### src/assert_macros.svh
// Assertion macros shared by the stopwatch RTL.
// Needs a clock named clk and an active high reset named rst in the including module.
`ifndef ASSERT_MACROS_SVH
`define ASSERT_MACROS_SVH

// Check cons in the same cycle as ante.
`define LSW_ASSERT_NOW(label, ante, cons, msg) \
  label: assert property (@(posedge clk) disable iff (rst) (ante) |-> (cons)) \
    else $error(msg);

// Check cons in the cycle after ante.
`define LSW_ASSERT_NEXT(label, ante, cons, msg) \
  label: assert property (@(posedge clk) disable iff (rst) (ante) |=> (cons)) \
    else $error(msg);

`endif

### src/lsw_pkg.sv
// Shared types for the lap stopwatch: command codes and the stage words.
// No dependencies.
`default_nettype none

package lsw_pkg;

  // Command codes carried on the cmd field
  typedef enum logic [2:0] {
    CMD_START    = 3'd0,
    CMD_PAUSE    = 3'd1,
    CMD_RESUME   = 3'd2,
    CMD_STOP     = 3'd3,
    CMD_RESET    = 3'd4,
    CMD_ADD_LAP  = 3'd5,
    CMD_READ_LAP = 3'd6
  } cmd_t;

  // Word from the command stage to the time split pipeline
  typedef struct packed {
    logic [1:0]  run_state;
    logic [31:0] elapsed;
    logic [4:0]  lap_total;
    logic        lap_valid;
    logic        lap_last;
    logic        lap_live;
    logic [31:0] live_len;
    logic [31:0] lap_off;
    logic [31:0] lap_len;
  } lsw_stage_t;

  // Finished result word
  typedef struct packed {
    logic [1:0]  run_state;
    logic [31:0] elapsed_ms;
    logic [16:0] elapsed_minutes;
    logic [5:0]  elapsed_seconds;
    logic [9:0]  elapsed_millis;
    logic [4:0]  lap_total;
    logic        lap_valid;
    logic [31:0] lap_offset_ms;
    logic [31:0] lap_length_ms;
  } lsw_result_t;

endpackage

`default_nettype wire

### src/lsw_ctrl.sv
// Command stage: run state, time stamps, lap count and the lap tables.
// Uses lsw_pkg and assert_macros.svh; feeds lsw_split with one stage word per command.
`default_nettype none
`include "assert_macros.svh"

module lsw_ctrl import lsw_pkg::*; #(
  parameter int LAP_DEPTH = 16
) (
  input  logic        clk,
  input  logic        rst,
  input  logic        in_valid,
  output logic        in_stall,
  input  logic [2:0]  cmd,
  input  logic [31:0] now_ms,
  input  logic [3:0]  lap_index,
  input  logic        s1_ready,
  output logic        s1_valid,
  output lsw_stage_t  s1
);

  localparam int CW   = $clog2(LAP_DEPTH + 1);
  localparam int AW   = (LAP_DEPTH > 1) ? $clog2(LAP_DEPTH) : 1;
  localparam int CMPW = (CW > 4) ? CW : 4;

  typedef enum logic [1:0] {
    PH_STOPPED = 2'd0,
    PH_RUNNING = 2'd1,
    PH_PAUSED  = 2'd2
  } phase_t;

  phase_t          phase, phase_next;
  // origin is the start stamp plus the total paused time
  logic [31:0]     origin, origin_next;
  logic [31:0]     pause_stamp, pause_stamp_next;
  logic [31:0]     lap_begin, lap_begin_next;
  logic [CW-1:0]   lap_count, lap_count_next;

  logic            ready1, accept;
  logic            starting, resuming, pausing, adding;
  logic [31:0]     gap, diff_now, diff_pause, since_lap, elapsed_next;
  logic [CMPW-1:0] idx_ext, cnt_ext;
  logic            rd_valid, rd_last, rd_live;

  // Stage one holding registers
  logic [1:0]      s1_phase;
  logic [31:0]     s1_elapsed;
  logic [4:0]      s1_total;
  logic            s1_lap_valid, s1_lap_last, s1_lap_live;
  logic [31:0]     s1_live_len;

  // Lap tables and their registered read data
  logic [31:0]     lap_offsets [LAP_DEPTH];
  logic [31:0]     lap_lengths [LAP_DEPTH];
  logic [31:0]     off_rd, len_rd;

  // Take a word when stage one is empty or draining
  assign ready1   = !s1_valid || s1_ready;
  assign in_stall = !ready1;
  assign accept   = in_valid && ready1;

  // Decode the command against the current state
  always_comb begin
    gap        = now_ms - pause_stamp;
    diff_now   = now_ms - origin;
    diff_pause = pause_stamp - origin;
    since_lap  = now_ms - lap_begin;

    starting = (cmd == CMD_START) && (phase == PH_STOPPED);
    resuming = ((cmd == CMD_START) || (cmd == CMD_RESUME)) && (phase == PH_PAUSED);
    pausing  = (cmd == CMD_PAUSE) && (phase == PH_RUNNING);
    adding   = (cmd == CMD_ADD_LAP) && (phase == PH_RUNNING) &&
               (lap_count < CW'(LAP_DEPTH));

    idx_ext  = CMPW'(lap_index);
    cnt_ext  = CMPW'(lap_count);
    rd_valid = (cmd == CMD_READ_LAP) && (idx_ext < cnt_ext);
    rd_last  = (idx_ext == CMPW'(cnt_ext - 1'b1));
    rd_live  = (phase == PH_RUNNING) && (lap_begin != '0);
  end

  // Next state
  always_comb begin
    phase_next       = phase;
    origin_next      = origin;
    pause_stamp_next = pause_stamp;
    lap_begin_next   = lap_begin;
    lap_count_next   = lap_count;
    unique case (cmd_t'(cmd))
      CMD_START, CMD_RESUME: begin
        if (starting) begin
          origin_next    = now_ms;
          lap_begin_next = now_ms;
          lap_count_next = '0;
          phase_next     = PH_RUNNING;
        end else if (resuming) begin
          // push the origin and the lap start past the paused interval
          origin_next = origin + gap;
          if (lap_begin != '0) begin
            lap_begin_next = lap_begin + gap;
          end
          phase_next = PH_RUNNING;
        end
      end
      CMD_PAUSE: begin
        if (pausing) begin
          pause_stamp_next = now_ms;
          phase_next       = PH_PAUSED;
        end
      end
      CMD_STOP: begin
        phase_next       = PH_STOPPED;
        origin_next      = '0;
        pause_stamp_next = '0;
        lap_begin_next   = '0;
      end
      CMD_RESET: begin
        phase_next       = PH_STOPPED;
        origin_next      = '0;
        pause_stamp_next = '0;
        lap_begin_next   = '0;
        lap_count_next   = '0;
      end
      CMD_ADD_LAP: begin
        if (adding) begin
          lap_begin_next = now_ms;
          lap_count_next = CW'(lap_count + 1'b1);
        end
      end
      default: begin
      end
    endcase
  end

  // Active time after the command, one subtract from the current origin
  always_comb begin
    priority if ((phase_next == PH_STOPPED) || starting) begin
      elapsed_next = '0;
    end else if (resuming) begin
      elapsed_next = diff_pause;
    end else if ((phase_next == PH_RUNNING) || pausing) begin
      elapsed_next = diff_now;
    end else begin
      elapsed_next = diff_pause;
    end
  end

  // Hold state and the stage one word
  always_ff @(posedge clk) begin
    if (rst) begin
      phase       <= PH_STOPPED;
      origin      <= '0;
      pause_stamp <= '0;
      lap_begin   <= '0;
      lap_count   <= '0;
      s1_valid    <= 1'b0;
    end else begin
      if (accept) begin
        phase        <= phase_next;
        origin       <= origin_next;
        pause_stamp  <= pause_stamp_next;
        lap_begin    <= lap_begin_next;
        lap_count    <= lap_count_next;
        s1_phase     <= phase_next;
        s1_elapsed   <= elapsed_next;
        s1_total     <= 5'(lap_count_next);
        s1_lap_valid <= rd_valid;
        s1_lap_last  <= rd_last;
        s1_lap_live  <= rd_live;
        s1_live_len  <= since_lap;
      end
      if (ready1) begin
        s1_valid <= in_valid;
      end
    end
  end

  // Lap tables: close the previous lap, open the new one, read one entry
  always_ff @(posedge clk) begin
    if (accept) begin
      if (adding) begin
        lap_offsets[AW'(lap_count)] <= diff_now;
        if (lap_count != '0) begin
          lap_lengths[AW'(lap_count - 1'b1)] <= since_lap;
        end
      end
      off_rd <= lap_offsets[AW'(lap_index)];
      len_rd <= lap_lengths[AW'(lap_index)];
    end
  end

  always_comb begin
    s1.run_state = s1_phase;
    s1.elapsed   = s1_elapsed;
    s1.lap_total = s1_total;
    s1.lap_valid = s1_lap_valid;
    s1.lap_last  = s1_lap_last;
    s1.lap_live  = s1_lap_live;
    s1.live_len  = s1_live_len;
    s1.lap_off   = off_rd;
    s1.lap_len   = len_rd;
  end

  `LSW_ASSERT_NOW(a_count_bound, 1'b1, lap_count <= CW'(LAP_DEPTH), "lap count above table depth")
  `LSW_ASSERT_NEXT(a_stop_clears, accept && (cmd == CMD_STOP), (phase == PH_STOPPED) && (origin == '0), "stop left the watch running")
  `LSW_ASSERT_NEXT(a_reset_laps, accept && (cmd == CMD_RESET), lap_count == '0, "reset kept laps")

endmodule

`default_nettype wire

### src/lsw_split.sv
// Time split pipeline: lap field selection and minutes, seconds, millis split.
// Uses lsw_pkg and assert_macros.svh; fed by lsw_ctrl.
`default_nettype none
`include "assert_macros.svh"

module lsw_split import lsw_pkg::*; (
  input  logic        clk,
  input  logic        rst,
  input  logic        s1_valid,
  input  lsw_stage_t  s1,
  output logic        s1_ready,
  input  logic        out_stall,
  output logic        out_valid,
  output lsw_result_t res
);

  // Reciprocals: ceil(2^38 / 1000) is exact for 32-bit values,
  // ceil(2^29 / 60) is exact for quotients below 2^23.
  localparam logic [28:0] RECIP_MS    = 29'd274877907;
  localparam int          SHIFT_MS    = 38;
  localparam logic [23:0] RECIP_MIN   = 24'd8947849;
  localparam int          SHIFT_MIN   = 29;
  localparam logic [9:0]  MS_PER_SEC  = 10'd1000;
  localparam logic [5:0]  SEC_PER_MIN = 6'd60;

  logic        ready2, ready3, ready4;
  logic [60:0] p_ms;
  logic [46:0] p_min;

  logic        v2;
  logic [1:0]  s2_state;
  logic [31:0] s2_elapsed;
  logic [4:0]  s2_total;
  logic        s2_lap_valid;
  logic [31:0] s2_off, s2_len;
  logic [22:0] s2_q;

  logic        v3;
  logic [1:0]  s3_state;
  logic [31:0] s3_elapsed;
  logic [4:0]  s3_total;
  logic        s3_lap_valid;
  logic [31:0] s3_off, s3_len;
  logic [9:0]  s3_millis;
  logic [16:0] s3_min;
  logic [5:0]  s3_q6;

  // Each stage loads when empty or when the next one moves
  assign ready4   = !out_valid || !out_stall;
  assign ready3   = !v3 || ready4;
  assign ready2   = !v2 || ready3;
  assign s1_ready = ready2;

  assign p_ms  = s1.elapsed * RECIP_MS;
  assign p_min = s2_q * RECIP_MIN;

  // Advance stage valids
  always_ff @(posedge clk) begin
    if (rst) begin
      v2        <= 1'b0;
      v3        <= 1'b0;
      out_valid <= 1'b0;
    end else begin
      if (ready2) v2 <= s1_valid;
      if (ready3) v3 <= v2;
      if (ready4) out_valid <= v3;
    end
  end

  // Stage two: whole seconds, lap field select
  always_ff @(posedge clk) begin
    if (ready2 && s1_valid) begin
      s2_state     <= s1.run_state;
      s2_elapsed   <= s1.elapsed;
      s2_total     <= s1.lap_total;
      s2_lap_valid <= s1.lap_valid;
      s2_q         <= p_ms[SHIFT_MS +: 23];
      s2_off       <= s1.lap_valid ? s1.lap_off : '0;
      if (!s1.lap_valid) begin
        s2_len <= '0;
      end else if (s1.lap_last) begin
        s2_len <= s1.lap_live ? s1.live_len : '0;
      end else begin
        s2_len <= s1.lap_len;
      end
    end
  end

  // Stage three: millis remainder and whole minutes
  always_ff @(posedge clk) begin
    if (ready3 && v2) begin
      s3_state     <= s2_state;
      s3_elapsed   <= s2_elapsed;
      s3_total     <= s2_total;
      s3_lap_valid <= s2_lap_valid;
      s3_off       <= s2_off;
      s3_len       <= s2_len;
      s3_millis    <= s2_elapsed[9:0] - 10'(s2_q[9:0] * MS_PER_SEC);
      s3_min       <= p_min[SHIFT_MIN +: 17];
      s3_q6        <= s2_q[5:0];
    end
  end

  // Output register: seconds remainder
  always_ff @(posedge clk) begin
    if (ready4 && v3) begin
      res.run_state       <= s3_state;
      res.elapsed_ms      <= s3_elapsed;
      res.elapsed_minutes <= s3_min;
      res.elapsed_seconds <= s3_q6 - 6'(s3_min[5:0] * SEC_PER_MIN);
      res.elapsed_millis  <= s3_millis;
      res.lap_total       <= s3_total;
      res.lap_valid       <= s3_lap_valid;
      res.lap_offset_ms   <= s3_off;
      res.lap_length_ms   <= s3_len;
    end
  end

  `LSW_ASSERT_NOW(a_split_range, out_valid, (res.elapsed_millis < MS_PER_SEC) && (res.elapsed_seconds < SEC_PER_MIN), "split field out of range")
  `LSW_ASSERT_NOW(a_split_sum, out_valid, res.elapsed_ms == 32'(res.elapsed_minutes) * 32'd60000 + 32'(res.elapsed_seconds) * 32'd1000 + 32'(res.elapsed_millis), "split does not add up")
  `LSW_ASSERT_NOW(a_lap_zero, out_valid && !res.lap_valid, (res.lap_offset_ms == '0) && (res.lap_length_ms == '0), "lap fields set on invalid read")

endmodule

`default_nettype wire

### src/lap_stopwatch_unit.sv
// Top level of the lap stopwatch: command stage plus time split pipeline.
// Uses lsw_pkg, lsw_ctrl and lsw_split.
`default_nettype none

// Pausable millisecond stopwatch with a table of LAP_DEPTH laps. Every command
// word carries the current timestamp and yields exactly one result word with the
// run state, the active time and its minutes/seconds/millis split, the lap count
// and, for a read lap command, the chosen lap. One command word is taken every
// clock while in_stall is low; its result passes the state and lap table update
// register, then three pipeline stages that split the time by
// reciprocal multiplication (divide by 1000, then by 60). Lap table entries hold
// no reset value, which is fine because only laps already recorded can be read;
// there is no clearing pass after reset.
module lap_stopwatch_unit import lsw_pkg::*; #(
  parameter int LAP_DEPTH = 16
) (
  input  logic        clk,
  input  logic        rst,
  input  logic        in_valid,
  output logic        in_stall,
  input  logic [2:0]  cmd,
  input  logic [31:0] now_ms,
  input  logic [3:0]  lap_index,
  output logic        out_valid,
  input  logic        out_stall,
  output logic [1:0]  run_state,
  output logic [31:0] elapsed_ms,
  output logic [16:0] elapsed_minutes,
  output logic [5:0]  elapsed_seconds,
  output logic [9:0]  elapsed_millis,
  output logic [4:0]  lap_total,
  output logic        lap_valid,
  output logic [31:0] lap_offset_ms,
  output logic [31:0] lap_length_ms
);

  logic        s1_valid, s1_ready;
  lsw_stage_t  s1;
  lsw_result_t res;

  lsw_ctrl #(
    .LAP_DEPTH (LAP_DEPTH)
  ) u_ctrl (
    .clk       (clk),
    .rst       (rst),
    .in_valid  (in_valid),
    .in_stall  (in_stall),
    .cmd       (cmd),
    .now_ms    (now_ms),
    .lap_index (lap_index),
    .s1_ready  (s1_ready),
    .s1_valid  (s1_valid),
    .s1        (s1)
  );

  lsw_split u_split (
    .clk       (clk),
    .rst       (rst),
    .s1_valid  (s1_valid),
    .s1        (s1),
    .s1_ready  (s1_ready),
    .out_stall (out_stall),
    .out_valid (out_valid),
    .res       (res)
  );

  // Unpack the result word onto the field ports
  assign run_state       = res.run_state;
  assign elapsed_ms      = res.elapsed_ms;
  assign elapsed_minutes = res.elapsed_minutes;
  assign elapsed_seconds = res.elapsed_seconds;
  assign elapsed_millis  = res.elapsed_millis;
  assign lap_total       = res.lap_total;
  assign lap_valid       = res.lap_valid;
  assign lap_offset_ms   = res.lap_offset_ms;
  assign lap_length_ms   = res.lap_length_ms;

endmodule

`default_nettype wire

### config.mk
export PLATFORM = sky130hd
export DESIGN_NAME = lap_stopwatch_unit
export DESIGN_NICKNAME = d
export VERILOG_FILES = /design/src/lsw_pkg.sv /design/src/lsw_ctrl.sv /design/src/lsw_split.sv /design/src/lap_stopwatch_unit.sv
export VERILOG_INCLUDE_DIRS = /design/src /design/src/src
export SDC_FILE = /design/constraint.sdc
export NUM_CORES = 2
export LEC_CHECK = 0
export BUFFER_PORTS_ARGS = -buffer_cell sky130_fd_sc_hd__buf_2
export CORE_MARGIN = 3
export CORE_UTILIZATION = 37
export DETAILED_ROUTE_END_ITERATION = 6
export GPL_TIMING_DRIVEN = 0
export PLACE_DENSITY = 0.55
export SYNTH_ARGS = -nofsm -noshare
export SYNTH_HDL_FRONTEND = slang
export SYNTH_SLANG_ARGS = --single-unit
### constraint.sdc
create_clock -name clk -period 10.21 [get_ports clk]
set_clock_uncertainty 0.1 [all_clocks]
set_input_delay 0 -clock clk [delete_from_list [all_inputs] [get_ports clk]]
set_output_delay 0 -clock clk [all_outputs]
set_load 0.02 [all_outputs]
* After elaboration in Yosys (flattened, before gate mapping)
Memories as Yosys holds them, arrays and structs flattened. A register that Yosys moved wholly into a read port is not among the register bits. Index checks and enable logic that the tools add are counted.
Operators by class: bitwise logic cells 1, multiply operators 4, add/subtract/negate cells 10, $lt $le $gt $ge 2, mux-type cells 28, reductions and logical operators 38, equality and inequality tests 14
Operator list (number):
- $mux 32 | 11
- $pmux 32 s2 | 2
- $sub 32x32->32 | 4
- $pmux 32 s3 | 1
- $add 32x32->32 | 2
- $mul 32x29->61 const B | 1
- $mul 23x24->46 const B | 1
- $reduce_bool 32->1 | 1
- $pmux 5 s3 | 1
- $logic_and 1x1->1 | 11
- $mul 10x7->7 const B | 1
- $mux 5 | 2
- $sub 10x10->10 | 1
- $eq 3x3->1 const B | 3
- $logic_or 1x1->1 | 7
- $mux 1 | 7
- $eq 3x2->1 const B | 2
- $logic_not 1->1 | 6
- $mul 6x4->4 const B | 1
- $mux 2 | 3
- $ne 3x1->1 const B | 2
- $pmux 2 s3 | 1
- $reduce_and 3->1 | 2
- $sub 6x6->6 | 1
- 18 further kinds | 23
Storage, ports and cells: register bits 582, logic and storage cells 140, memory bits (writable) 1024, memories 2
Memory list:
- u_ctrl.lap_lengths | words 16, width 32, rd ports 1, clocked after Yosys merged registers in 1, wr ports 1, line lsw_ctrl.sv:53 | logic [31:0] lap_lengths [LAP_DEPTH];
- u_ctrl.lap_offsets | words 16, width 32, rd ports 1, clocked after Yosys merged registers in 1, wr ports 1, line lsw_ctrl.sv:52 | logic [31:0] lap_offsets [LAP_DEPTH];

* Depth between registers and ports, before layout
depth in word-level cells 10, gate-level depth with buffers 27, depth with buffers taken out 26

* Cells and area by module
A second synthesis with hierarchy kept.
Second synthesis, totals: cells, all modules 6240, area total of the unflattened synthesis 89582.2 sq um
By module, submodules not included:
- lsw_ctrl | times used 1, area an instance 57461.4 sq um, cells an instance 3719
- lsw_split | times used 1, area an instance 32120.8 sq um, cells an instance 2521

* Least setup slack after synthesis
No wires, ideal clock.
kind reg2reg, start point register u_split.v3, end point register, netlist name u_split.res[0], setup slack -713 ps, cell stages (with the launch flop) 2, arrival 9993 ps, setup time 830 ps, path through dfxtp_1 a21boi_0
Between the ends: cells in the longest elaborated chain, start to end 1
RTL lines:
- start, declared | line lsw_split.sv:38 | logic v3;
- start signal, assigned | line lsw_split.sv:65 | if (ready3) v3 <= v2;
- $logic_and 1x1->1 | line lsw_split.sv:106 | if (ready4 && v3) begin
Every way passes these cells. A chain may end at the register's enable or synchronous reset.

* Final worst setup path
start point register u_ctrl.s1_elapsed[9], end point register u_split.s2_q[21], data pin
Between the ends: cells in the longest elaborated chain, start to end 1
RTL lines:
- start, declared | line lsw_ctrl.sv:46 | logic [31:0] s1_elapsed;
- start signal, assigned | line lsw_ctrl.sv:164 | s1_elapsed <= elapsed_next;
- $mul 32x29->61 | line lsw_split.sv:54 | assign p_ms = s1.elapsed * RECIP_MS;
- named net u_split.p_ms[59] | line lsw_split.sv:27 | logic [60:0] p_ms;
- end signal, assigned | line lsw_split.sv:77 | s2_q <= p_ms[SHIFT_MS +: 23];
- end, declared | line lsw_split.sv:36 | logic [22:0] s2_q;
The timed path passes the listed nets, and every way through them passes these cells.

==> results_dict.tcl <==
set metrics [dict create \
    synth.avg_cell_area_sq_um 14.42 \
    synthSimpleGateAreaFrac_pct 5.146 \
    yosys.cell_types.count 95 \
    gp_congestion 0.9090 \
    fin_crit_sh_pct 82.43 \
    worstPathArrival_ns 8.84 \
    initial_core_util_pct 37.40 \
    grt_pass1_wl_mm 354.8 \
    setup_viol 0 \
    num_io_pins 182 \
    path_buf_inv 4 \
    fillCellCount 21420 \
    fin_hold_ws_ns 0.04974 \
    vias 52310 \
    vias_per_cell 5.217 \
    critPathRequiredTime_ns 10.64 \
    track_usage_pct 19.26 \
    crit_path_max_fanout 12 \
    grt_max_degree 45 \
    min_from "now_ms[28]" \
    slew_viol_final 0 \
    cts.sinks 1664 \
    powerDensity_nw_per_um2 353.3 \
    final_common_cell "edfxtp_1" \
    synth_xor_area_share_pct 2.177 \
    clk_latency_ns 0.86 \
    multiInputGateArea_sq_um 37300 \
    rsz0062_at_grt "false" \
    pre_cts_ws_ns 1.698 \
    die_area_sq_um 247500 \
    wirelength_mm 239.5 \
    hold_depth 4 \
    row_count 179 \
    postRouteAntennaNets 0 \
    r2r_start "u_ctrl.s1_elapsed[9]" \
    ir_drop_mv 0.5711 \
    synth_edf_count 1557 \
    holdPathEnd "u_ctrl.origin[28]" \
    end_kind "flop" \
    max_stage_delay_ns 1.07 \
    path_cells "ha_1 > fa_1 > fa_1 > inv_1 > fa_1 > inv_1 > fa_1 > fa_1 > fa_1 > inv_1 > fa_1 > inv_1 > ha_1 > a21oi_1 > nor3b_1 > o41a_1 > nor3_1 > a211oi_1 > o211a_1 > nor2_1 > o22ai_1 > nor2_1 > o21ai_1 > a32oi_1" \
    synthCells 6198 \
    nNetsFinal 7890 \
    first_global_vias 53920 \
    maxSlewHeadroom_pct 8.011 \
    yosysWarnings 0 \
    antenna_found_initial 17 \
    clockBufferDepth 3 \
    overflow 0 \
    dieHeight_microns 497.5 \
    final_cells 10030 \
    layout-drive-gt1-share_pct 14.03 \
    fmax_ghz 0.1188 \
    crit_top_cell "fa_1" \
    seq_area_sq_um 48900 \
    synth_flop_cell "edfxtp_1" \
    rr_worst_depth 24 \
    setup_tns_ns 0 \
    drcViolationCount 0 \
    htree_levels 4 \
    syn_area_sq_um 89380 \
    numPortBuffers 178 \
    min_period_ns 8.416 \
    synth.mux.area_fraction_pct 8.179 \
    final_cell_mix "edfxtp_1 (1,557), inv_1 (823), ha_1 (762)" \
    numCtsBuffers 173 \
    chipWidth_microns 497.5 \
    critPathKind "flop to flop" \
    worst_setup_path_start_kind "flop" \
    place_inst 9626 \
    hold_viol 0 \
    syn_nets 7374 \
    worst_slack_ns 1.794 \
    worst_pin_slew_ns 1.369 \
    synth_top_family_by_area "adder cells" \
    postLayoutCellArea_sq_um 102900 \
    wl_per_cell_microns 23.88 \
    drt_iter0_drc 4463 \
    yosysSeqAreaShare_pct 54.71 \
    post_cts_resized 0 \
    place_area_sq_um 96250 \
    crit_slowest_cell "edfxtp_1" \
    leakage_nw 39.38 \
    area_delta_synth_final_pct 15.14 \
    rrSetupSlack_ns 1.79 \
    async_flop_share_pct 0 \
    top_regs "u_ctrl.lap_lengths (512), u_ctrl.lap_offsets (512), u_split.res (134)" \
    ys_ff_latch 1664 \
    hold_buffers 77 \
    cts_tree "yes" \
    drv_cap 0 \
    core_area_sq_um 239000 \
    status "finished, final reports clean" \
    r2r-end "u_split.s2_q[21]" \
    holdCritPathClass "input port to flop" \
    clk_pin_slew_worst_paths_ns 0.07 \
    synth-compound-area-share_pct 6.616 \
    cpLargestDelayFamily "adder cells" \
    dr.pass1.iters 5 \
    synth_fa_ha_area_share_pct 18.98 \
    cts_setup_buffers 0 \
    place_hpwl_mm 177.4 \
    cts_root_buf "clkbuf_16" \
]
## worst register-to-register path, stage by stage (launching register included)
cell and delay, ns:
edfxtp_1 1.07, ha_1 0.43, fa_1 0.41, fa_1 0.49, inv_1 0.05, fa_1 0.47
inv_1 0.05, fa_1 0.48, fa_1 0.51, fa_1 0.50, inv_1 0.05, fa_1 0.49
inv_1 0.05, ha_1 0.35, a21oi_1 0.09, nor3b_1 0.21, o41a_1 0.20, nor3_1 0.05
a211oi_1 0.87, o211a_1 0.33, nor2_1 0.10, o22ai_1 0.35, nor2_1 0.13, o21ai_1 0.19
a32oi_1 0.12
## stage by stage
stage               total power, mW  utilization (%)
floorplan                     24.38                -
global placement              29.78            39.43
detailed placement            29.95            40.28
CTS                           36.57            42.99
global route                  40.02            43.06
finish                        36.36            43.06
## cell families after synthesis
kind of cell	after synthesis
and+or+nand+nor	945
buffers and inverters	993
AOI/OAI and AO/OA	914
xor gates and xnor gates	219
adders and majority gates	1133
DFF	1664
muxes	330
## worst max-delay path by stage
| stage | from | cells after the start | endpoint |
|---|---|---|---|
| 2_1_floorplan | u_split.v3 | 1 | u_split.res[0] |
| 3_3_place_gp | u_split.out_valid | 7 | u_ctrl.lap_offsets[3][14] |
| 3_5_place_dp | u_ctrl.s1_elapsed[9] | 24 | u_split.s2_q[21] |
| 4_1_cts | u_ctrl.s1_elapsed[9] | 24 | u_split.s2_q[21] |
| 5_1_grt | u_ctrl.s1_elapsed[9] | 24 | u_split.s2_q[21] |
| 6_report | u_ctrl.s1_elapsed[9] | 24 | u_split.s2_q[21] |
## routing by layer
metal  wire [microns]  vias to the layer above  global-route usage, %
met5                0                        -                      0
met4             8220                        0                  6.478
met3            12680                      317                  2.636
met2           112500                     1489                  31.19
met1           106100                    26630                  26.73
li1                 -                    23870                      -
## synthesized netlist by cell type, drive strengths merged (7+ instances only)
cell | number | share of area, %
nor3b | 9 | 0.081
a32oi | 9 | 0.088
nor4 | 12 | 0.084
inv | 824 | 3.5
clkbuf | 129 | 0.54
a21o | 111 | 0.93
a21boi | 8 | 0.067
and4 | 12 | 0.12
a211oi | 52 | 0.45
dfxtp | 107 | 2.4
a21oi | 330 | 1.9
o21a | 41 | 0.34
mux4 | 320 | 8.1
or2 | 9 | 0.063
edfxtp | 1557 | 52
a211o | 7 | 0.069
o21ai | 139 | 0.78
nand3 | 80 | 0.45
and3 | 25 | 0.17
o211ai | 17 | 0.14
o21bai | 32 | 0.27
xor2 | 73 | 0.72
mux2i | 7 | 0.078
or3 | 9 | 0.063
fa | 371 | 8.3
ha | 762 | 11
nand2b | 37 | 0.26
nor3 | 63 | 0.35
buf | 40 | 0.20
o2111ai | 9 | 0.088
nor2 | 274 | 1.2
a22o | 12 | 0.12
a22oi | 31 | 0.26
nand4 | 25 | 0.17
nand2 | 220 | 0.92
xnor2 | 144 | 1.4
o31ai | 12 | 0.10
a31oi | 23 | 0.16
a311oi | 14 | 0.14
nor2b | 103 | 0.72
and2 | 43 | 0.30
a2111oi | 8 | 0.11
## where the power goes
| part | switching (mW) | internal, mW | total [mW] |
|---|---|---|---|
| Sequential | 0.232 | 8.37 | 8.60 |
| Clock | 2.76 | 3.58 | 6.33 |
| Combinational | 12.3 | 9.12 | 21.4 |
| Total | 15.3 | 21.1 | 36.4 |
## area by class of cell
class | instances | area share, %
clock inverter | 107 | 1.206
buffer | 169 | 0.6456
tap | 3167 | 3.850
inverter | 824 | 3.005
sequential | 1664 | 47.51
clock buffer | 205 | 4.343
timing repair buffer | 341 | 3.167
multi-input combinational | 3541 | 36.25
antenna | 8 | 0.01945
No activity file was read; power rests on OpenSTA's default activity.
